## src/rtl/obq_pkg.sv

```systemverilog
`timescale 1ns / 1ps
package obq_pkg;

   localparam int unsigned CoordW   = 20;
   localparam int unsigned AxisW    = 16;
   localparam int unsigned DiffW    = 21;
   localparam int unsigned ProdW    = 37;
   localparam int unsigned AccW     = 39;
   localparam int unsigned LocW     = 25;
   localparam int unsigned ErrW     = 26;
   localparam int unsigned SqW      = 52;
   localparam int unsigned SumW     = 54;
   localparam int unsigned RadW     = 40;
   localparam int unsigned RootW    = 20;
   localparam int unsigned RemW     = 23;
   localparam int unsigned RoundSh  = 14;
   localparam int unsigned AddrW    = 6;
   localparam int unsigned DataW    = 64;

   localparam logic [AccW-1:0] RoundHalf = AccW'(8192);

   localparam logic [2:0] REG_AXIS_X = 3'd0;
   localparam logic [2:0] REG_AXIS_Y = 3'd1;
   localparam logic [2:0] REG_AXIS_Z = 3'd2;
   localparam logic [2:0] REG_CENTER = 3'd3;
   localparam logic [2:0] REG_SPANS  = 3'd4;
   localparam logic [2:0] REG_MARGIN = 3'd5;

   localparam logic [47:0] AxisXReset = 48'h0000_0000_4000;
   localparam logic [47:0] AxisYReset = 48'h0000_4000_0000;
   localparam logic [47:0] AxisZReset = 48'h4000_0000_0000;

   typedef struct packed {
      logic signed [CoordW-1:0] point_x;
      logic signed [CoordW-1:0] point_y;
      logic signed [CoordW-1:0] point_z;
   } req_type;

   typedef struct packed {
      logic signed [CoordW-1:0] closest_x;
      logic signed [CoordW-1:0] closest_y;
      logic signed [CoordW-1:0] closest_z;
      logic [CoordW-1:0]        distance;
      logic                     inside_res;
   } rsp_type;

   typedef struct packed {
      logic [2:0][47:0] axis;
      logic [59:0]      center;
      logic [59:0]      spans;
      logic [19:0]      margin;
   } cfg_type;

   typedef struct packed {
      logic signed [CoordW-1:0] closest_x;
      logic signed [CoordW-1:0] closest_y;
      logic signed [CoordW-1:0] closest_z;
      logic                     inside_res;
      logic                     dist_sat;
   } side_type;

   function automatic logic signed [AxisW-1:0] axis_comp(cfg_type c, int unsigned i,
                                                         int unsigned j);
      axis_comp = c.axis[i][AxisW*j +: AxisW];
   endfunction

endpackage

```

## src/rtl/obq_sqrt.sv

```systemverilog
`timescale 1ns / 1ps
module obq_sqrt (
   input  logic                      clock,
   input  logic                      reset,
   input  logic                      en,
   input  logic                      in_valid,
   input  logic [obq_pkg::RadW-1:0]  in_rad,
   input  obq_pkg::side_type         in_side,
   output logic                      out_valid,
   output obq_pkg::rsp_type          out_data
);
   import obq_pkg::*;

   logic [RootW-1:0]              vld_ff;
   logic [RootW-1:0][RemW-1:0]    rem_ff, rem_in;
   logic [RootW-1:0][RootW-1:0]   root_ff, root_in;
   logic [RootW-1:0][RadW-1:0]    rest_ff, rest_in;
   side_type [RootW-1:0]          side_ff;

   always_comb begin
      logic [RemW-1:0]  rem;
      logic [RemW-1:0]  trial;
      logic [RootW-1:0] root;
      logic [RadW-1:0]  rest;
      for (int k = 0; k < RootW; k++) begin
         if (k == 0) begin
            rem  = '0;
            root = '0;
            rest = in_rad;
         end else begin
            rem  = rem_ff[k-1];
            root = root_ff[k-1];
            rest = rest_ff[k-1];
         end
         rem   = {rem[RemW-3:0], rest[RadW-1:RadW-2]};
         trial = {1'b0, root, 2'b01};
         if (rem >= trial) begin
            rem_in[k]  = rem - trial;
            root_in[k] = {root[RootW-2:0], 1'b1};
         end else begin
            rem_in[k]  = rem;
            root_in[k] = {root[RootW-2:0], 1'b0};
         end
         rest_in[k] = {rest[RadW-3:0], 2'b00};
      end
   end

   always_ff @(posedge clock) begin
      if (reset) begin
         vld_ff <= '0;
      end else if (en) begin
         vld_ff <= {vld_ff[RootW-2:0], in_valid};
      end
   end

   always_ff @(posedge clock) begin
      if (en) begin
         rem_ff  <= rem_in;
         root_ff <= root_in;
         rest_ff <= rest_in;
         side_ff <= {side_ff[RootW-2:0], in_side};
      end
   end

   assign out_valid           = vld_ff[RootW-1];
   assign out_data.closest_x  = side_ff[RootW-1].closest_x;
   assign out_data.closest_y  = side_ff[RootW-1].closest_y;
   assign out_data.closest_z  = side_ff[RootW-1].closest_z;
   assign out_data.inside_res = side_ff[RootW-1].inside_res;
   assign out_data.distance   = side_ff[RootW-1].dist_sat ? '1 : root_ff[RootW-1];

endmodule

```

## config.mk

```make
export PLATFORM = sky130hd
export DESIGN_NAME = obq_sqrt
export DESIGN_NICKNAME = d
export VERILOG_FILES = /design/src/rtl/obq_pkg.sv /design/src/rtl/obq_sqrt.sv
export SDC_FILE = /design/constraint.sdc
export NUM_CORES = 2
export LEC_CHECK = 0
export ABC_AREA = 1
export BUFFER_PORTS_ARGS = -buffer_cell sky130_fd_sc_hd__buf_2
export CORE_MARGIN = 10
export CORE_UTILIZATION = 56
export DETAILED_ROUTE_END_ITERATION = 6
export PLACE_DENSITY = 0.85
export SYNTH_ARGS = -nofsm -noshare
export SYNTH_HDL_FRONTEND = slang
export SYNTH_SLANG_ARGS = --single-unit
export TNS_END_PERCENT = 100
```

## constraint.sdc

```tcl
create_clock -name clock -period 1.8 [get_ports clock]
set_input_delay 0.09 -clock clock [delete_from_list [all_inputs] [get_ports clock]]
set_output_delay 0.09 -clock clock [all_outputs]
set_load 0.1 [all_outputs]
```

==> reports/summary.txt <==
status - complete, but fails checks
failing checks - design-rule violations, negative setup slack
max incr delay on CP - 0.56 ns
Yosys warning total - 0
final period utilization - 125%
first-pass GRT wire length - 327,000 microns
Post-DRT Antenna Nets - 0
layout cells sized above 1 - 39.2%
FF-to-FF setup slack - -0.45 ns
CTS Sinks - 2,223
P_leak - 50.1 nW
PD cells - 1100 mW/mm^2
Mapped Area - 0.0895 sq mm
ranking of synthesized cells by area - edfxtp_1 74%, nand2_1 7.6%, inv_1 3.6%
clk_lat worst skew - 0.87 ns
Synth Net Count - 7,231
CP arrival - 2.80 ns
post-synth top area share - 73.9%
Post-synth top flop - edfxtp_1
drt wl/cell - 19.8 microns
grt ovf - 0
# fillers - 9,090
Seq/Total Area, Yosys - 74.4%
antenna violations before repair - 4
CP cell instances - ha_4 -> nand3_4 -> nor3_4 -> nand3_2 -> nand2_4 -> nor2_4 -> buf_6 -> nand2_4 -> o21ai_4
DRC - 4
GP Congestion - 0.900
Unique masters post-synth - 56
chip height - 420 microns
final setup violation count - 408
Worst-path clk slew - 0.07 ns
vias in the first global route - 59,000
Final nets - 9,293
PnR Total Power - 0.135 W
Pre-Repair DR Iteration Count - 7
core footprint - 0.159 sq mm
worst-path fanout max - 5
CTS tree - done
Total GRT Usage - 23.8%
Cells after Synth - 6,894
CP Launch Type - flop
drt via density - 5.23
max_cap viols - 0
TritonCTS Buffers - 208
worst slew pin tran - 0.606 ns
num ports - 188
worst path required time - 2.35 ns
starting DRC count in detailed routing - 4,515
Worst path most repeated cell - nand2_4
Hold Crit Class - input port to flop
CP Class - flop to flop
Initial Utilization - 56.4%
max frequency - 444 MHz
deepest clock path buffer count - 3
Layout area overhead - 37.0%
final hold slack - 0.0413 ns
Detailed Place HPWL - 133,000 microns
placed instance count - 10,200
final hold vios - 0
Tmin final - 2.25 ns
IO buf count - 187
Finished Layout Cells - 11,200
Worst Reg2Reg Path Length in Cells - 9
hold path depth - 2
max-slew violation count - 0
Clock Skew - 0.0750 ns
Rel. slew slack - 59.5%
RSZ-0062 raised after global routing - true
setup ws final - -0.452 ns
asr flop ratio synth - 0%
IR drop worst, VDD - 1080 uV
Worst Setup End Kind - flop
Die Span X - 420 microns
critical path's slowest cell - edfxtp_1
Mean Syn Cell Area - 13.0 sq um
synthesized flop and latch total - 2,223
largest net degree at the start of global routing - 85
CTS H-tree lvls - 4
cell taking the most area after synthesis - edfxtp_1
vias - 58,600
num rows - 146
EDFF count, synth - 2,203
root buf cell - clkbuf_16
area of the die - 0.176 sq mm
WL final - 222,000 microns
==> placed cells by master (no fill, tap or decap), types with 61 or more instances in the layout <==
master         netlist  final
nand3_1            290    201
nor2_2              22     75
o21ai_2             18     69
buf_6               17    106
nand2_2             19    408
nand4_1             84     84
nand3_2              5     65
xor2_1              93     88
nand2_1           1806   1234
a21oi_2             21     85
a21oi_1            217    102
inv_1              863    678
nor2_4               6     83
nand3b_1            65     65
buf_12               3     86
clkbuf_16            0    216
inv_2               12    176
buf_4               72   1370
ha_4                 0    169
edfxtp_1          2203   2203
nand2_4              3    182
ha_1               231     61
nor2_1             447    320
dlygate4sd3_1        0    198
buf_2               13    165
==> cell families (layout without fill, tap and decap cells) <==
logic type               after synthesis  count (layout)  share of synthesized area [%]
XOR/XNOR                             154             154                           1.51
adder cells (fa/ha/maj)              231             231                           3.23
flip-flops                          2223            2223                           74.4
AND/OR/NAND/NOR                     2849            2853                           13.4
other                                  1               2                        0.00419
buffers and inverters                997            3236                           4.73
AO/OA/AOI/OAI                        439             439                           2.73
==> registers in the layout (all words and copies together), names as in the netlist <==
| signal | count |
|---|---|
| side_ff | 1179 |
| rem_ff | 373 |
| root_ff | 210 |
| out_data | 61 |
| vld_ff | 20 |
| rest_ff | 380 |
==> synthesized netlist by cell type, types with 5 or more instances <==
cell and n:
a21o_1 5, a21oi_1 217, a21oi_2 21, and2_1 5, buf_2 13, buf_4 72, buf_6 17, clkbuf_1 9
dfxtp_1 20, edfxtp_1 2203, ha_1 231, inv_1 863, inv_2 12, nand2_1 1806, nand2_2 19, nand3_1 290
nand3_2 5, nand3b_1 65, nand4_1 84, nand4_2 5, nor2_1 447, nor2_2 22, nor2_4 6, nor3_1 44
nor4_1 9, o211ai_1 6, o21ai_0 115, o21ai_1 30, o21ai_2 18, o21bai_1 15, or2_2 26, xnor2_1 61
xor2_1 93
==> worst max-delay path, delay by kind of cell, from the launching register on <==
| family | cells | cell delay [ns] |
|---|---|---|
| and+or+nand+nor | 6 | 0.76 |
| DFF | 1 | 0.56 |
| adders and majority gates | 1 | 0.39 |
| buffers and inverters | 1 | 0.13 |
| AOI/OAI and AO/OA | 1 | 0.08 |
==> power breakdown <==
| part | switching, W | internal, W | total [W] |
|---|---|---|---|
| registers | 0.00239 | 0.0617 | 0.0641 |
| clock network | 0.0200 | 0.0253 | 0.0453 |
| logic | 0.0137 | 0.0119 | 0.0257 |
| total | 0.0361 | 0.0989 | 0.135 |
==> through the flow <==
stage	utilization [%]	worst slack (ns)	setup TNS (ns)	cell area (sq um)
finish	77.3	-0.452	-100.87	123000
global placement	65.4	-0.665	-99.92	104000
CTS	74.3	-0.366	-86.09	118000
global route	77.3	-0.501	-131.59	123000
detailed placement	65.4	-0.647	-111.40	104000
floorplan	-	-0.153	-8.54	91800
==> cell type report <==
type	instances	area, sq um	area share [%]
clock inverters	130	1630	1.33
multi-input cells	3678	26200	21.4
repair buffers	1951	16500	13.5
flip-flops and latches	2223	66600	54.3
clock buffers	261	5470	4.46
repair inverters	15	215	0.176
diodes	1	2.50	0.00204
inverters	879	3440	2.81
well taps	2072	2590	2.11
==> layer usage <==
| layer | track usage (%) | share of wire [%] |
|---|---|---|
| met4 | 8.66 | 4.3 |
| met2 | 43.7 | 53 |
| met3 | 3.42 | 4.9 |
| met5 | 0 | 0.0045 |
| met1 | 28.4 | 38 |
==> repair_timing <==
| action | in CTS | in global routing |
|---|---|---|
| resized for setup | 872 | 979 |
| setup buffers | 219 | 169 |
| gates cloned | 23 | 19 |
| endpoints found under the hold margin | 790 | 0 |
| hold buffers | 198 | 0 |
| pin swaps | 263 | 396 |
| endpoints found under the setup margin | 421 | 422 |
==> final timing paths <==
kind,start,endpoint
setup reg to reg,rem_ff[116],rem_ff[141]
setup / recovery,rem_ff[116],rem_ff[141]
hold reg to reg,rest_ff[595],rest_ff[637]
hold / removal,in_side[36],side_ff[36]
Note: power is estimated with default switching activity, not from simulation.
